--- src/hw/rtl/assert_macros.svh ---
// Assertion macros shared by the RTL of the EBML header parser.
`ifndef ASSERT_MACROS_SVH
`define ASSERT_MACROS_SVH

// The consequent must hold in the same cycle as the antecedent.
`define ASSERT_SAME(label, clk, rstn, ante, cons) \
    label: assert property (@(posedge clk) disable iff (!(rstn)) (ante) |-> (cons)) \
        else $error("assertion failed: same-cycle implication");

// The consequent must hold in the cycle after the antecedent.
`define ASSERT_NEXT(label, clk, rstn, ante, cons) \
    label: assert property (@(posedge clk) disable iff (!(rstn)) (ante) |=> (cons)) \
        else $error("assertion failed: next-cycle implication");

`endif

--- src/hw/rtl/ebml_pkg.sv ---
// Package with the widths, phase codes, status codes and helpers of the EBML header parser.
package ebml_pkg;

    localparam int BYTE_W = 8;
    localparam int ID_W   = 32;
    localparam int SIZE_W = 56;
    localparam int LEN_W  = 5;
    localparam int STAT_W = 2;
    localparam int LEFT_W = 3;
    localparam int LZ_W   = 4;

    // Parser phases.
    localparam logic [1:0] PH_ID_LEAD = 2'd0;
    localparam logic [1:0] PH_ID_MORE = 2'd1;
    localparam logic [1:0] PH_SZ_LEAD = 2'd2;
    localparam logic [1:0] PH_SZ_MORE = 2'd3;

    // Result status codes.
    localparam logic [STAT_W-1:0] ST_OK      = 2'd0;
    localparam logic [STAT_W-1:0] ST_ID_ZERO = 2'd1;
    localparam logic [STAT_W-1:0] ST_SZ_ZERO = 2'd2;

    localparam logic [BYTE_W-1:0] MARK_BIT = 8'h80;
    localparam logic [BYTE_W-1:0] LOW_BITS = 8'h7F;
    localparam logic [LZ_W-1:0]   LZ_NONE  = 4'd8;

    // Count of leading zero bits in a byte; eight for a zero byte.
    function automatic logic [LZ_W-1:0] lead_zeros(input logic [BYTE_W-1:0] b);
        logic [LZ_W-1:0] n;
        n = LZ_NONE;
        for (int i = 0; i < BYTE_W; i++) begin
            if (b[i]) begin
                n = LZ_W'(BYTE_W - 1 - i);
            end
        end
        return n;
    endfunction

endpackage

--- src/hw/rtl/ebml_element_header_parser.sv ---
// Top level of the EBML element header parser: byte stream in, decoded header out.
//
//  Channel | Ports                                   | Direction | Moves
//  --------+-----------------------------------------+-----------+---------------------------
//  input   | s_valid, s_ready, s_byte_in             | in        | one header byte a request
//  result  | m_valid, m_ready, m_element_id,         | out       | one decoded header or an
//          | m_element_size, m_header_length,        |           | error a request
//          | m_status                                |           |
//
// One byte is taken every cycle while s_ready is high; a byte is decoded from the input register
// once the output register can take a result, and any result is loaded at the edge that consumes it.
// The input register and the output register each hold one request, so a result that
// waits for m_ready does not stop the next byte from being taken unless both are full.
// Reset (aresetn low at a clock edge) empties both registers and returns to the ID lead.
// A result is produced on the last byte of the size integer or on a zero lead byte.
`include "assert_macros.svh"

module ebml_element_header_parser (
    input  logic                               aclk,
    input  logic                               aresetn,
    input  logic                               s_valid,
    output logic                               s_ready,
    input  logic [ebml_pkg::BYTE_W-1:0]        s_byte_in,
    output logic                               m_valid,
    input  logic                               m_ready,
    output logic [ebml_pkg::ID_W-1:0]          m_element_id,
    output logic [ebml_pkg::SIZE_W-1:0]        m_element_size,
    output logic [ebml_pkg::LEN_W-1:0]         m_header_length,
    output logic [ebml_pkg::STAT_W-1:0]        m_status
);

    // Input register.
    logic                           in_valid_reg;
    logic [ebml_pkg::BYTE_W-1:0]    in_byte_reg;

    // Parser state.
    logic [1:0]                     phase_reg, phase_next;
    logic [ebml_pkg::LEFT_W-1:0]    left_reg, left_next;
    logic [ebml_pkg::ID_W-1:0]      id_reg, id_next;
    logic [ebml_pkg::SIZE_W-1:0]    size_reg, size_next;
    logic [ebml_pkg::LEN_W-1:0]     count_reg, count_next;

    // Output register.
    logic                           out_valid_reg;
    logic [ebml_pkg::ID_W-1:0]      out_id_reg;
    logic [ebml_pkg::SIZE_W-1:0]    out_size_reg;
    logic [ebml_pkg::LEN_W-1:0]     out_len_reg;
    logic [ebml_pkg::STAT_W-1:0]    out_stat_reg;

    // Decode results of the byte in the input register.
    logic                           res_valid;
    logic [ebml_pkg::ID_W-1:0]      res_id;
    logic [ebml_pkg::SIZE_W-1:0]    res_size;
    logic [ebml_pkg::LEN_W-1:0]     res_len;
    logic [ebml_pkg::STAT_W-1:0]    res_stat;

    logic                           out_free;
    logic                           proc_fire;
    logic [ebml_pkg::LZ_W-1:0]      lz;
    logic [ebml_pkg::LEN_W-1:0]     count_inc;
    logic [ebml_pkg::LEFT_W-1:0]    left_dec;
    logic [ebml_pkg::BYTE_W-1:0]    low_mask;

    // Handshake: the byte is decoded when the output register can take a result.
    assign out_free  = !out_valid_reg || m_ready;
    assign proc_fire = in_valid_reg && out_free;
    assign s_ready   = !in_valid_reg || out_free;

    assign lz        = ebml_pkg::lead_zeros(in_byte_reg);
    assign count_inc = count_reg + ebml_pkg::LEN_W'(1);
    assign left_dec  = left_reg - ebml_pkg::LEFT_W'(1);
    assign low_mask  = ebml_pkg::LOW_BITS >> lz;

    // Per-byte decode of the variable-length integers.
    always_comb begin
        phase_next = phase_reg;
        left_next  = left_reg;
        id_next    = id_reg;
        size_next  = size_reg;
        count_next = count_reg;
        res_valid  = 1'b0;
        res_id     = id_reg;
        res_size   = size_reg;
        res_len    = count_inc;
        res_stat   = ebml_pkg::ST_OK;
        unique case (phase_reg)
            ebml_pkg::PH_ID_LEAD: begin
                count_next = ebml_pkg::LEN_W'(1);
                if (lz == ebml_pkg::LZ_NONE) begin
                    res_valid  = 1'b1;
                    res_id     = '0;
                    res_size   = '0;
                    res_len    = ebml_pkg::LEN_W'(1);
                    res_stat   = ebml_pkg::ST_ID_ZERO;
                    count_next = '0;
                    left_next  = '0;
                end else begin
                    id_next    = ebml_pkg::ID_W'(in_byte_reg);
                    left_next  = lz[ebml_pkg::LEFT_W-1:0];
                    phase_next = (lz == '0) ? ebml_pkg::PH_SZ_LEAD : ebml_pkg::PH_ID_MORE;
                end
            end
            ebml_pkg::PH_ID_MORE: begin
                count_next = count_inc;
                id_next    = {id_reg[ebml_pkg::ID_W-ebml_pkg::BYTE_W-1:0], in_byte_reg};
                left_next  = left_dec;
                if (left_dec == '0) begin
                    phase_next = ebml_pkg::PH_SZ_LEAD;
                end
            end
            ebml_pkg::PH_SZ_LEAD: begin
                count_next = count_inc;
                if (lz == ebml_pkg::LZ_NONE) begin
                    res_valid  = 1'b1;
                    res_id     = '0;
                    res_size   = '0;
                    res_stat   = ebml_pkg::ST_SZ_ZERO;
                    phase_next = ebml_pkg::PH_ID_LEAD;
                    count_next = '0;
                    left_next  = '0;
                end else begin
                    size_next = ebml_pkg::SIZE_W'(in_byte_reg & low_mask);
                    left_next = lz[ebml_pkg::LEFT_W-1:0];
                    if (lz == '0) begin
                        res_valid  = 1'b1;
                        res_size   = ebml_pkg::SIZE_W'(in_byte_reg & low_mask);
                        phase_next = ebml_pkg::PH_ID_LEAD;
                        count_next = '0;
                    end else begin
                        phase_next = ebml_pkg::PH_SZ_MORE;
                    end
                end
            end
            ebml_pkg::PH_SZ_MORE: begin
                count_next = count_inc;
                size_next  = {size_reg[ebml_pkg::SIZE_W-ebml_pkg::BYTE_W-1:0], in_byte_reg};
                left_next  = left_dec;
                if (left_dec == '0) begin
                    res_valid  = 1'b1;
                    res_size   = {size_reg[ebml_pkg::SIZE_W-ebml_pkg::BYTE_W-1:0],
                                  in_byte_reg};
                    phase_next = ebml_pkg::PH_ID_LEAD;
                    count_next = '0;
                end
            end
            default: begin
                phase_next = ebml_pkg::PH_ID_LEAD;
            end
        endcase
    end

    // Input register: takes a byte whenever it is empty or being consumed.
    always_ff @(posedge aclk) begin
        if (!aresetn) begin
            in_valid_reg <= 1'b0;
        end else if (s_ready) begin
            in_valid_reg <= s_valid;
        end
        if (s_valid && s_ready) begin
            in_byte_reg <= s_byte_in;
        end
    end

    // Parser state registers.
    always_ff @(posedge aclk) begin
        if (!aresetn) begin
            phase_reg <= ebml_pkg::PH_ID_LEAD;
            left_reg  <= '0;
            count_reg <= '0;
            id_reg    <= '0;
            size_reg  <= '0;
        end else if (proc_fire) begin
            phase_reg <= phase_next;
            left_reg  <= left_next;
            count_reg <= count_next;
            id_reg    <= id_next;
            size_reg  <= size_next;
        end
    end

    // Output register: loads a result, empties when the request is taken.
    always_ff @(posedge aclk) begin
        if (!aresetn) begin
            out_valid_reg <= 1'b0;
        end else if (out_free) begin
            out_valid_reg <= proc_fire && res_valid;
        end
        if (proc_fire && res_valid) begin
            out_id_reg   <= res_id;
            out_size_reg <= res_size;
            out_len_reg  <= res_len;
            out_stat_reg <= res_stat;
        end
    end

    assign m_valid         = out_valid_reg;
    assign m_element_id    = out_id_reg;
    assign m_element_size  = out_size_reg;
    assign m_header_length = out_len_reg;
    assign m_status        = out_stat_reg;

    // A decoded result always reaches the output register on the next edge.
    `ASSERT_NEXT(a_result_loads, aclk, aresetn, proc_fire && res_valid, out_valid_reg)
    // ID continuation bytes never end a header.
    `ASSERT_SAME(a_no_result_mid_id, aclk, aresetn, phase_reg == ebml_pkg::PH_ID_MORE,
                 !res_valid)
    // At most eight ID bytes and seven size bytes are counted before the last byte.
    `ASSERT_SAME(a_count_bound, aclk, aresetn, 1'b1, count_reg <= ebml_pkg::LEN_W'(15))
    // A zero ID lead byte gives a one-byte error header with cleared fields.
    `ASSERT_SAME(a_id_error_form, aclk, aresetn,
                 out_valid_reg && out_stat_reg == ebml_pkg::ST_ID_ZERO,
                 out_len_reg == ebml_pkg::LEN_W'(1) && out_id_reg == '0 && out_size_reg == '0)
    // A good header holds at least an ID byte and a size byte.
    `ASSERT_SAME(a_ok_length, aclk, aresetn,
                 out_valid_reg && out_stat_reg == ebml_pkg::ST_OK,
                 out_len_reg >= ebml_pkg::LEN_W'(2))

endmodule
--- config.mk ---
export PLATFORM = sky130hd
export DESIGN_NAME = ebml_element_header_parser
export DESIGN_NICKNAME = d
export VERILOG_FILES = /design/src/hw/rtl/ebml_pkg.sv /design/src/hw/rtl/ebml_element_header_parser.sv
export VERILOG_INCLUDE_DIRS = /design/src /design/src/hw/rtl
export SDC_FILE = /design/constraint.sdc
export NUM_CORES = 1
export LEC_CHECK = 0
export BUFFER_PORTS_ARGS = -buffer_cell sky130_fd_sc_hd__buf_2
export CAP_MARGIN = 20
export CORE_AREA = 3 3 170 172
export CTS_CLUSTER_DIAMETER = 30
export DETAILED_ROUTE_END_ITERATION = 8
export DIE_AREA = 0 0 173 175
export GPL_TIMING_DRIVEN = 0
export PLACE_DENSITY = 0.53
export SLEW_MARGIN = 20
export SYNTH_ARGS = -nofsm -noshare
export SYNTH_HDL_FRONTEND = slang
export SYNTH_SLANG_ARGS = --single-unit
export TNS_END_PERCENT = 50
--- constraint.sdc ---
create_clock -name aclk -period 8.2 [get_ports aclk]
set_input_delay 0.41 -clock aclk [delete_from_list [all_inputs] [get_ports aclk]]
set_output_delay 0.41 -clock aclk [all_outputs]
set_load 0.05 [all_outputs]
# --- Word level (Yosys, flattened, before mapping) ---
# Cells that the tools add are included.
totals:
  wordCells: 84
  rom_bits: 0
  output_inout_bits: 97
  in_bits: 12
  mem_count: 0
  latchBits: 0
  ff_bits: 203
  ramBits: 0
op_classes:
  multipliers: 0
  addsub: 2
  shifts: 1
  bitwise_logic: 1
  n_div: 0
  n_lt_le_gt_ge: 0
  mux: 43
  eq_ne: 8
  n_reduce_logical: 17
op_table:
  columns: ["cell", "n"]
  rows:
  - ["56-bit 2-to-1 mux", 5]
  - ["56-bit case mux with 3 select lines", 1]
  - ["56-bit case mux with 2 select lines", 1]
  - ["32-bit 2-to-1 mux", 3]
  - ["32-bit case mux with 2 select lines", 1]
  - ["4-bit 2-to-1 mux", 8]
  - ["5-bit 2-to-1 mux", 5]
  - ["5-bit case mux with 4 select lines", 1]
  - ["2-bit 2-to-1 mux", 7]
  - ["8-bit AND", 1]
  - ["2-bit != test (second input constant)", 4]
  - ["2-bit case mux with 4 select lines", 1]
  - ["7-bit by 4-bit right shift with 8-bit output (first input constant)", 1]
  - ["1-bit 2-to-1 mux", 6]
  - ["3-bit case mux with 2 select lines", 1]
  - ["3-bit AND reduction", 2]
  - ["5-bit by 1-bit adder with 5-bit output (second input constant)", 1]
  - ["2-bit == test (second input constant)", 2]
  - ["4-bit == test (second input constant)", 1]
  - ["4-bit logical NOT", 1]
  - ["2-bit case mux with 2 select lines", 1]
  - ["4-bit AND reduction", 1]
  - ["2-bit nonzero test", 2]
  - ["2-bit OR reduction", 2]
  - ["9 further kinds", 13]

# --- Logic depth before layout (Yosys ltp) ---
# Gate-level depths: netlist of run 1.
logic_depth:
  word_depth: 13
  depth_mapped: 10
  ltp_nobuf: 8

# --- Worst setup path after synthesis of run 1 ---
# Ideal clock, no wire load.
synth_timing:
  path_type: "flip-flop to flip-flop"
  start: "reg in_byte_reg[0] (netlist name)"
  end: "reg out_id_reg, in the netlist m_element_id[0] (enable)"
  required_ns: 7.649
  setup_ns: 0.551
  arrival_ns: 5.604
  slack_ns: 2.045
  n_path_buf: 2
  synth_period_minus_slack_ns: 6.155
  path_stages_with_launch: 9
  cell_sequence: "edfxtp_1 -> nor2b_1 -> o21ba_1 -> o311a_1 -> nor2_1 -> a21oi_2 -> buf_6 -> buf_6 -> nor2_1"
synth_between:
  elab_chain_len: 13
  elab_cells_between_ends: 15
  cone_classes: "1 x eq/ne; 12 x mux; 2 x reduce/logical"
synth_rtl:
  columns: ["element", "line", "source"]
  rows:
  - ["from (decl)", "ebml_element_header_parser.sv:34", "logic [ebml_pkg::BYTE_W-1:0] in_byte_reg;"]
  - ["from (signal assigned)", "ebml_element_header_parser.sv:160", "in_byte_reg <= s_byte_in;"]
  - ["4-bit 2-to-1 mux (*) (8 in series)", "ebml_pkg.sv:32", "if (b[i]) begin"]
  - ["4-bit logical NOT", "ebml_element_header_parser.sv:124", "if (lz == '0) begin"]
  - ["1-bit 2-to-1 mux", "ebml_element_header_parser.sv:124", null]
  - ["1-bit 2-to-1 mux", "ebml_element_header_parser.sv:113", "if (lz == ebml_pkg::LZ_NONE) begin"]
  - ["1-bit case mux with 3 select lines (*)", "ebml_element_header_parser.sv:86", "unique case (phase_reg)"]
  - ["1-bit logical AND (*)", "ebml_element_header_parser.sv:188", "if (proc_fire && res_valid) begin"]
  - ["to (signal assigned)", "ebml_element_header_parser.sv:189", "out_id_reg <= res_id;"]
  - ["to (decl)", "ebml_element_header_parser.sv:45", "logic [ebml_pkg::ID_W-1:0] out_id_reg;"]
# Every way passes the cells marked *; elsewhere a longest branch is shown, timed or not.
# A chain may end at the register's enable or synchronous reset.

# --- Final worst setup path of run 1 ---
layout_timing:
  start: "reg in_byte_reg[0] (netlist name)"
  end: "reg out_size_reg, in the netlist m_element_size[27] (enable)"
layout_between:
  elab_chain_len: 13
  elab_cells_between_ends: 15
  cone_classes: "1 x eq/ne; 12 x mux; 2 x reduce/logical"
layout_rtl:
  columns: ["element", "line", "source"]
  rows:
  - ["4-bit 2-to-1 mux (*) (8 in series)", "ebml_pkg.sv:32", null]
  - ["4-bit logical NOT", "ebml_element_header_parser.sv:124", null]
  - ["1-bit 2-to-1 mux", "ebml_element_header_parser.sv:124", null]
  - ["1-bit 2-to-1 mux", "ebml_element_header_parser.sv:113", null]
  - ["1-bit case mux with 3 select lines (*)", "ebml_element_header_parser.sv:86", null]
  - ["1-bit logical AND (*)", "ebml_element_header_parser.sv:188", null]
  - ["to (signal assigned)", "ebml_element_header_parser.sv:190", "out_size_reg <= res_size;"]
  - ["to (decl)", "ebml_element_header_parser.sv:46", "logic [ebml_pkg::SIZE_W-1:0] out_size_reg;"]
# Marked as above.

==> summary.md, run 1 <==
| Metric | Value |
|---|---|
| Capture instance of the worst register-to-register path | m_element_size[27] |
| Count of H-tree levels built during CTS | 2 |
| Power density normalized to cell area | 267 mW/mm² |
| Total of max-cap violations | 0 |
| Gate count after technology mapping | between 700 and 800 |
| Max frequency | about 330 MHz |
| Area Overhead vs Synth | 30.8% |
| Via count of the first global-routing pass | 6,135 |
| Launch point of the worst reg-to-reg path | in_byte_reg[0] |
| Count of inserted antenna diode cells | 0 |
| Number of remaining DRC errors | 0 |
| Library cells used by synthesis | 51 |
| Setup Fix Bufs, Post-CTS | 0 |
| CTS clock-pin slew for the worst setup and hold paths | 50 ps |
| Overall overflow remaining after global route | 0 |
| Iter 0 DRT Violations | 396 |
| Max_slew headroom | 0.557 |
| First-pass GRT wire length | 34,600 µm |
| Number of cells on the worst hold path | 1 |
| R2r worst-path depth | 11 |
| Initial Util | 0.299 |
| Max-slew violation total from the final report | 0 |
| Setup CP Type | reg2reg |
| Register-to-register path setup slack | ~5100 ps |
| Share of layout cells above drive strength 1 | 0.236 |
| Mean post-synth cell area | between 10 and 15 µm² |
| Drt first pass iters | 5 |
| Clock insertion delay at the later pin of the skew report | 510 ps |
| Number of failing setup endpoints in the final timing report | 0 |
| TritonCTS clock tree | done |
| Setup repair after global routing missed its margin | false |
| Most instantiated library cell after synthesis | sky130_fd_sc_hd__nand2_1 |
| Die X-Extent | roughly 170 µm |
| Netlist Area Pre-Place | 0.00826 mm² |
| Antenna viol nets, final | 0 |
| Final Hold Fails | 0 |
| Buffer cell driving the clock tree root | sky130_fd_sc_hd__clkbuf_16 |
| PortBufs | 107 |
| Resized Gates After CTS | 0 |
| Cell Area, Placed | between 0.009 and 0.01 mm² |
| Pin count of the biggest net entering global routing | 27 |
| Data arrival, critical path | 3260 ps |
| Proportion of synthesized chip area in sequential cells | 0.617 |
| Antenna violations before repair | 0 |
| Static leakage | roughly 4.2 nW |
| Ys async rst share | 0 |
| Maximum buffer depth of the clock tree | 3 |
| Dominant synthesized flop cell | sky130_fd_sc_hd__edfxtp_1 |
| Hold_buf cts | 0 |
| Weighted congestion at the end of routability-driven global placement | between 0.7 and 0.8 |
| Number of fill cells in the layout | 2,787 |
| Status | complete, no violations |
| Total Power | 2.89 mW |
| Layout net count | 896 |
| Kind of start point of the critical path | register |
| Post-layout util | 0.391 |
| Clock skew after layout | between 10 and 15 ps |
| Syn_nets | 741 |
| Floorplan Core Area | around 0.028 mm² |
| Endpoint with the worst hold slack | in_byte_reg[5] |
| Crit path max-delay cell type | sky130_fd_sc_hd__edfxtp_1 |
| Worst VDD drop | between 0.1 and 0.15 mV |
| Highest net fanout along the worst path | 20 |
| Number of clock buffers inserted by TritonCTS | between 40 and 50 |
| Site row count | between 60 and 70 |
| Most frequent cells after synthesis | sky130_fd_sc_hd__nand2_1 (108), sky130_fd_sc_hd__edfxtp_1 (103), sky130_fd_sc_hd__dfxtp_1 (100) |
| Number of synthesis warnings | 0 |
| Wire length reported by the detailed router | 22,000 µm |
| WL per Instance | 17.0 µm |
| Number of flops mapped to enable cells by yosys | 103 |
| Final period util | 0.373 |
| Overall die area | 0.0303 mm² |
| Flop and latch count out of synthesis | 203 |
| Post-layout min period | 3060 ps |
| Total GRT Usage | 0.143 |
| Largest area contributor in the synthesized netlist | sky130_fd_sc_hd__edfxtp_1 |
| Setup crit end kind | register |
| Number of vias after detailed routing | just over 6,000 |
| Synth area leaders | sky130_fd_sc_hd__edfxtp_1 (37%), sky130_fd_sc_hd__dfxtp_1 (24%), sky130_fd_sc_hd__a21boi_1 (8.1%) |
| Maximum cell stage delay along the critical path | 480 ps |
| Cell-by-cell trace of the critical path | nor2b_1 -> o21ba_1 -> o311a_1 -> nor2_1 -> a21oi_2 -> buf_6 -> buf_6 -> nor2_4 -> buf_16 -> buf_8 -> buf_16 |
| I/O pins | 109 |
| Start point of the worst hold path | s_byte_in[5] |
| Num Clock Sinks | 203 |
| Final standard cell area without fillers | 0.0108 mm² |
| Ratio of routed vias to standard cells | roughly 4.7 |
| Die boundary height | 175 µm |
| Transition time of the tightest slew-check pin | 665 ps |
| Worst hold path class | in2reg |
| Top-area cell type share of the netlist area | 0.375 |
| Crit path required time | 8410 ps |
| Half-perimeter wire length after detailed placement | 15,200 µm |
## critical path: cells and delay by family, from the launching register on
family                 cells  cell delay, ps
buffers and inverters      5             890
AND/OR/NAND/NOR            3             680
AO/OA/AOI/OAI              3             670
flip-flops                 1             480
## report_power, final
group / switching (mW) / internal, mW
Clock: 0.522 / 1.15
Sequential: 0.0106 / 1.08
Combinational: 0.0857 / 0.0398
Total: 0.618 / 2.27
## placed cells by master (no fill, tap or decap), types with 3 or more instances in the layout
master and count:
sky130_fd_sc_hd__clkbuf_16 44, sky130_fd_sc_hd__a21oi_1 8, sky130_fd_sc_hd__inv_1 7, sky130_fd_sc_hd__clkbuf_1 32
sky130_fd_sc_hd__buf_6 13, sky130_fd_sc_hd__buf_1 5, sky130_fd_sc_hd__nand2_1 108, sky130_fd_sc_hd__o211ai_1 4
sky130_fd_sc_hd__clkinv_2 11, sky130_fd_sc_hd__ha_1 3, sky130_fd_sc_hd__clkbuf_8 3, sky130_fd_sc_hd__or3_1 3
sky130_fd_sc_hd__edfxtp_1 103, sky130_fd_sc_hd__dfxtp_1 100, sky130_fd_sc_hd__nor4_1 3, sky130_fd_sc_hd__a21boi_1 89
sky130_fd_sc_hd__buf_16 3, sky130_fd_sc_hd__nor2b_1 38, sky130_fd_sc_hd__a22o_1 56, sky130_fd_sc_hd__buf_4 3
sky130_fd_sc_hd__and2_1 7, sky130_fd_sc_hd__nand3_1 77, sky130_fd_sc_hd__nor2_1 14, sky130_fd_sc_hd__buf_2 118
sky130_fd_sc_hd__clkinv_1 6, sky130_fd_sc_hd__bufinv_16 5, sky130_fd_sc_hd__nor3_1 3
## final cells by class
| cell class | count | area (µm²) | area share |
|---|---|---|---|
| Clock inverter | 26 | 260 | 0.0241 |
| Multi-Input combinational cell | 455 | 2790 | 0.258 |
| Inverter | 7 | 26.3 | 0.00243 |
| Buffer | 61 | 352 | 0.0325 |
| Sequential cell | 203 | 5090 | 0.472 |
| Tap cell | 378 | 473 | 0.0438 |
| Clock buffer | 50 | 1150 | 0.107 |
| Timing Repair Buffer | 112 | 653 | 0.0604 |
## stage by stage
step	worst slack, ps	TNS (ps)	cells	hold slack, ps
5_1_grt	4990	0	1292	55.6
4_1_cts	5120	0	1292	60.6
3_5_place_dp	5150	0	1216	441
6_report	5140	0	1292	77.2
3_3_place_gp	-330	-30530	1211	436
2_1_floorplan	2040	0	726	426
## routing by layer
metal | routed length [µm] | part of all wire | GRT usage
met1 | 10300 | 0.47 | 0.191
met3 | 1120 | 0.051 | 0.0330
met5 | 0 | 0 | 0
met4 | 655 | 0.030 | 0.0595
met2 | 9920 | 0.45 | 0.224
## cell families after synthesis
kind of cell | count (synthesis) | synth area share
AO/OA/AOI/OAI | 185 | 0.177
XOR/XNOR | 2 | 0.00212
buffers and inverters | 68 | 0.0458
flip-flops | 203 | 0.617
adder cells (fa/ha/maj) | 3 | 0.00455
AND/OR/NAND/NOR | 265 | 0.154
## how the worst max path moves through the flow
stage	startpoint	end	slack, ps	cells after the start
after global placement	in_byte_reg[0]	m_element_size[28]	-330	8
after floorplan	in_byte_reg[0]	m_element_id[0]	2040	8
after global routing	in_byte_reg[0]	m_element_size[27]	4990	11
after CTS	in_byte_reg[0]	m_element_size[13]	5120	11
after detailed placement	in_byte_reg[0]	m_element_size[28]	5150	11
final	in_byte_reg[0]	m_element_size[27]	5140	11
Note: power is estimated with default switching activity, not from simulation.
==> run 2, diff against run 1 <==
--- a/config.mk
+++ b/config.mk
@@ -6,6 +6,7 @@
 export SDC_FILE = /design/constraint.sdc
 export NUM_CORES = 1
 export LEC_CHECK = 0
+export ABC_AREA = 1
 export BUFFER_PORTS_ARGS = -buffer_cell sky130_fd_sc_hd__buf_2
 export CAP_MARGIN = 20
 export CORE_AREA = 3 3 170 172
@@ -13,7 +14,7 @@
 export DETAILED_ROUTE_END_ITERATION = 8
 export DIE_AREA = 0 0 173 175
 export GPL_TIMING_DRIVEN = 0
-export PLACE_DENSITY = 0.53
+export PLACE_DENSITY = 0.54
 export SLEW_MARGIN = 20
 export SYNTH_ARGS = -nofsm -noshare
 export SYNTH_HDL_FRONTEND = slang
==> constraint.sdc (replaced) <==
create_clock -name aclk -period 2.7 [get_ports aclk]
set_input_delay 0.135 -clock aclk [delete_from_list [all_inputs] [get_ports aclk]]
set_output_delay 0.135 -clock aclk [all_outputs]
set_load 0.05 [all_outputs]
==> summary.md, run 2 <==
| Metric | Value |
|---|---|
| Overall die area | 0.0303 mm² |
| Max_slew headroom | 0.525 |
| Transition time of the tightest slew-check pin | 705 ps |
| PortBufs | 108 |
| Count of H-tree levels built during CTS | 2 |
| Crit path required time | 2900 ps |
| Top-area cell type share of the netlist area | 0.379 |
| Highest net fanout along the worst path | 22 |
| Die boundary height | approximately 180 µm |
| Worst slack on hold paths | about 350 ps |
| Antenna viol nets, final | 0 |
| I/O pins | roughly 110 |
| Synth area leaders | sky130_fd_sc_hd__edfxtp_1 (38%), sky130_fd_sc_hd__dfxtp_1 (25%), sky130_fd_sc_hd__a21oi_1 (6.4%) |
| Register area | roughly 0.0051 mm² |
| Layout net count | approximately 1,000 |
| Final period util | 0.927 |
| Syn_nets | 862 |
| Most common library cell in the layout ignoring fill and taps | sky130_fd_sc_hd__buf_2 |
| Count of non-filler cells in the finished layout | 1,428 |
| Floorplan Core Area | 0.0276 mm² |
| Status | complete, no violations |
| Share of layout cells above drive strength 1 | 0.217 |
| Total of max-cap violations | 0 |
| Clock skew after layout | roughly 18 ps |
| Static leakage | a little over 4 nW |
| Kind of start point of the critical path | register |
| Half-perimeter wire length after detailed placement | 15,900 µm |
| Number of clock buffers inserted by TritonCTS | 41 |
| Count of inserted antenna diode cells | 0 |
| WL per Instance | 16.2 µm |
| CTS clock-pin slew for the worst setup and hold paths | 50 ps |
| Site row count | 61 |
| Die X-Extent | 173 µm |
| Most frequent cells after synthesis | sky130_fd_sc_hd__inv_1 (120), sky130_fd_sc_hd__a21oi_1 (105), sky130_fd_sc_hd__edfxtp_1 (103) |
| Worst setup slack after placement | -577 ps |
| Setup TNS Final | 0 ps |
| Final setup margin | between 150 and 200 ps |
| Max frequency | 400 MHz |
| Most instantiated library cell after synthesis | sky130_fd_sc_hd__inv_1 |
| Library cells used by synthesis | 32 |
| Setup crit end kind | register |
| Buffer cell driving the clock tree root | sky130_fd_sc_hd__clkbuf_16 |
| Via count of the first global-routing pass | 6,714 |
| Number of failing setup endpoints in the final timing report | 0 |
| Weighted congestion at the end of routability-driven global placement | 0.869 |
| TritonCTS clock tree | done |
| Initial Util | 0.296 |
| Drt first pass iters | 5 |
| Fraction of power spent switching nets | 0.223 |
| Proportion of synthesized chip area in sequential cells | 0.624 |
| Largest area contributor in the synthesized netlist | sky130_fd_sc_hd__edfxtp_1 |
| Inst Count DP | around 1,300 |
| Ratio of routed vias to standard cells | 4.68 |
| Worst VDD drop | around 0.33 mV |
| Max-slew violation total from the final report | 0 |
| Internal cell power | 6.89 mW |
| Number of flops mapped to enable cells by yosys | 103 |
| Iter 0 DRT Violations | 395 |
| Clock insertion delay at the later pin of the skew report | 510 ps |
| Number of synthesis warnings | 0 |
| Number of fill cells in the layout | approximately 2,800 |
| Pin count of the biggest net entering global routing | 33 |
| Post-layout util | 0.393 |
| Multi-input logic area | between 0.002 and 0.0025 mm² |
| Ys async rst share | 0 |
| Setup CP Type | reg2reg |
| Combinational power share | 0.047 |
| Data arrival, critical path | 2700 ps |
| First-pass GRT wire length | ~37,000 µm |
| Sequential Power Share | 0.378 |
| Mean post-synth cell area | about 9.6 µm² |
| Worst hold path class | in2reg |
| Power density normalized to cell area | about 820 mW/mm² |
| Commonest non-fill, non-tap cells in the layout | sky130_fd_sc_hd__buf_2 (124), sky130_fd_sc_hd__inv_1 (117), sky130_fd_sc_hd__a21oi_1 (104) |
| Flop and latch count out of synthesis | around 200 |
| Dominant synthesized flop cell | sky130_fd_sc_hd__edfxtp_1 |
| Setup repair after global routing missed its margin | false |
| Area Overhead vs Synth | 33.0% |
| Switching component of the power | between 1.5 and 2 mW |
| Post-layout min period | 2500 ps |
| Wire length reported by the detailed router | 23,200 µm |
| Overall overflow remaining after global route | 0 |
| Total GRT Usage | 0.150 |
| Final Hold Fails | 0 |
| Power share of the clock group | 0.574 |
| Netlist Area Pre-Place | 0.00817 mm² |
| Number of remaining DRC errors | 0 |
| Number of vias after detailed routing | 6,684 |
| Antenna violations before repair | 0 |
| Maximum buffer depth of the clock tree | 3 |
| Num Clock Sinks | 203 |
| Gate count after technology mapping | between 800 and 900 |
-- run 2: worst paths after layout --
kind	depth (start not counted)	start	slack, ps	end
worst max-delay path	13	in_byte_reg[7]	200	m_element_size[18]
worst min-delay path	2	s_byte_in[3]	350	in_byte_reg[3]
worst max register to register	13	in_byte_reg[7]	200	m_element_size[18]
worst min register to register	2	size_reg[9]	460	size_reg[9]
-- run 2: power by group through the flow --
| stage | Sequential, mW | Clock [mW] | Combinational (mW) |
|---|---|---|---|
| 2_1_floorplan | 3.43 | 0 | 0.238 |
| 3_3_place_gp | 3.41 | 0 | 0.385 |
| 3_5_place_dp | 3.41 | 0 | 0.391 |
| 4_1_cts | 3.36 | 5.19 | 0.414 |
| 5_1_grt | 3.36 | 5.38 | 0.467 |
| 6_report | 3.35 | 5.09 | 0.421 |
-- run 2: kinds of logic (layout without fill, tap and decap cells) --
group / after synthesis / after routing / share of synthesized area
AND/OR/NAND/NOR: 202 / 202 / 0.106
flip-flops: 203 / 203 / 0.624
buffers and inverters: 178 / 381 / 0.0843
adder cells (fa/ha/maj): 3 / 3 / 0.00460
AO/OA/AOI/OAI: 257 / 257 / 0.177
XOR/XNOR: 4 / 4 / 0.00429
-- run 2: routing by layer --
metal  global-route usage  part of all wire
met5                    0                 0
met4               0.0601             0.029
met3               0.0337             0.053
met2                0.244              0.46
met1                0.195              0.45
-- run 2: worst max-delay path, stage by stage (launching register included) --
cell and delay, ps:
sky130_fd_sc_hd__edfxtp_1 470, sky130_fd_sc_hd__inv_4 160, sky130_fd_sc_hd__nand2_1 80, sky130_fd_sc_hd__inv_2 80, sky130_fd_sc_hd__nand2_2 70, sky130_fd_sc_hd__inv_2 90
sky130_fd_sc_hd__nand2_4 100, sky130_fd_sc_hd__nor2_4 170, sky130_fd_sc_hd__inv_1 130, sky130_fd_sc_hd__nand3_4 140, sky130_fd_sc_hd__nand2_2 170, sky130_fd_sc_hd__clkinvlp_4 150
sky130_fd_sc_hd__buf_12 170, sky130_fd_sc_hd__buf_16 180
-- run 2: metrics by stage --
step	area, µm²	total power [mW]
2_1_floorplan	8190	3.67
3_3_place_gp	9200	3.80
3_5_place_dp	9270	3.80
4_1_cts	10800	8.96
5_1_grt	10900	9.20
6_report	10900	8.87
-- run 2: layout make-up --
cell class	instances	area share
buffer	52	0.0200
clock buffer	51	0.101
clock inverter	24	0.0284
inverter	126	0.0442
multi-input combinational	466	0.224
sequential	203	0.469
tap	378	0.0435
timing repair buffer	127	0.0695
timing repair inverter	1	0.000691
-- run 2: repair_timing --
action	CTS	global route
endpoints found under the hold margin	14	0
buffers inserted	3	2
gates resized for setup	6	7
setup endpoints to repair	131	80
hold buffers	11	0
cloned	1	0
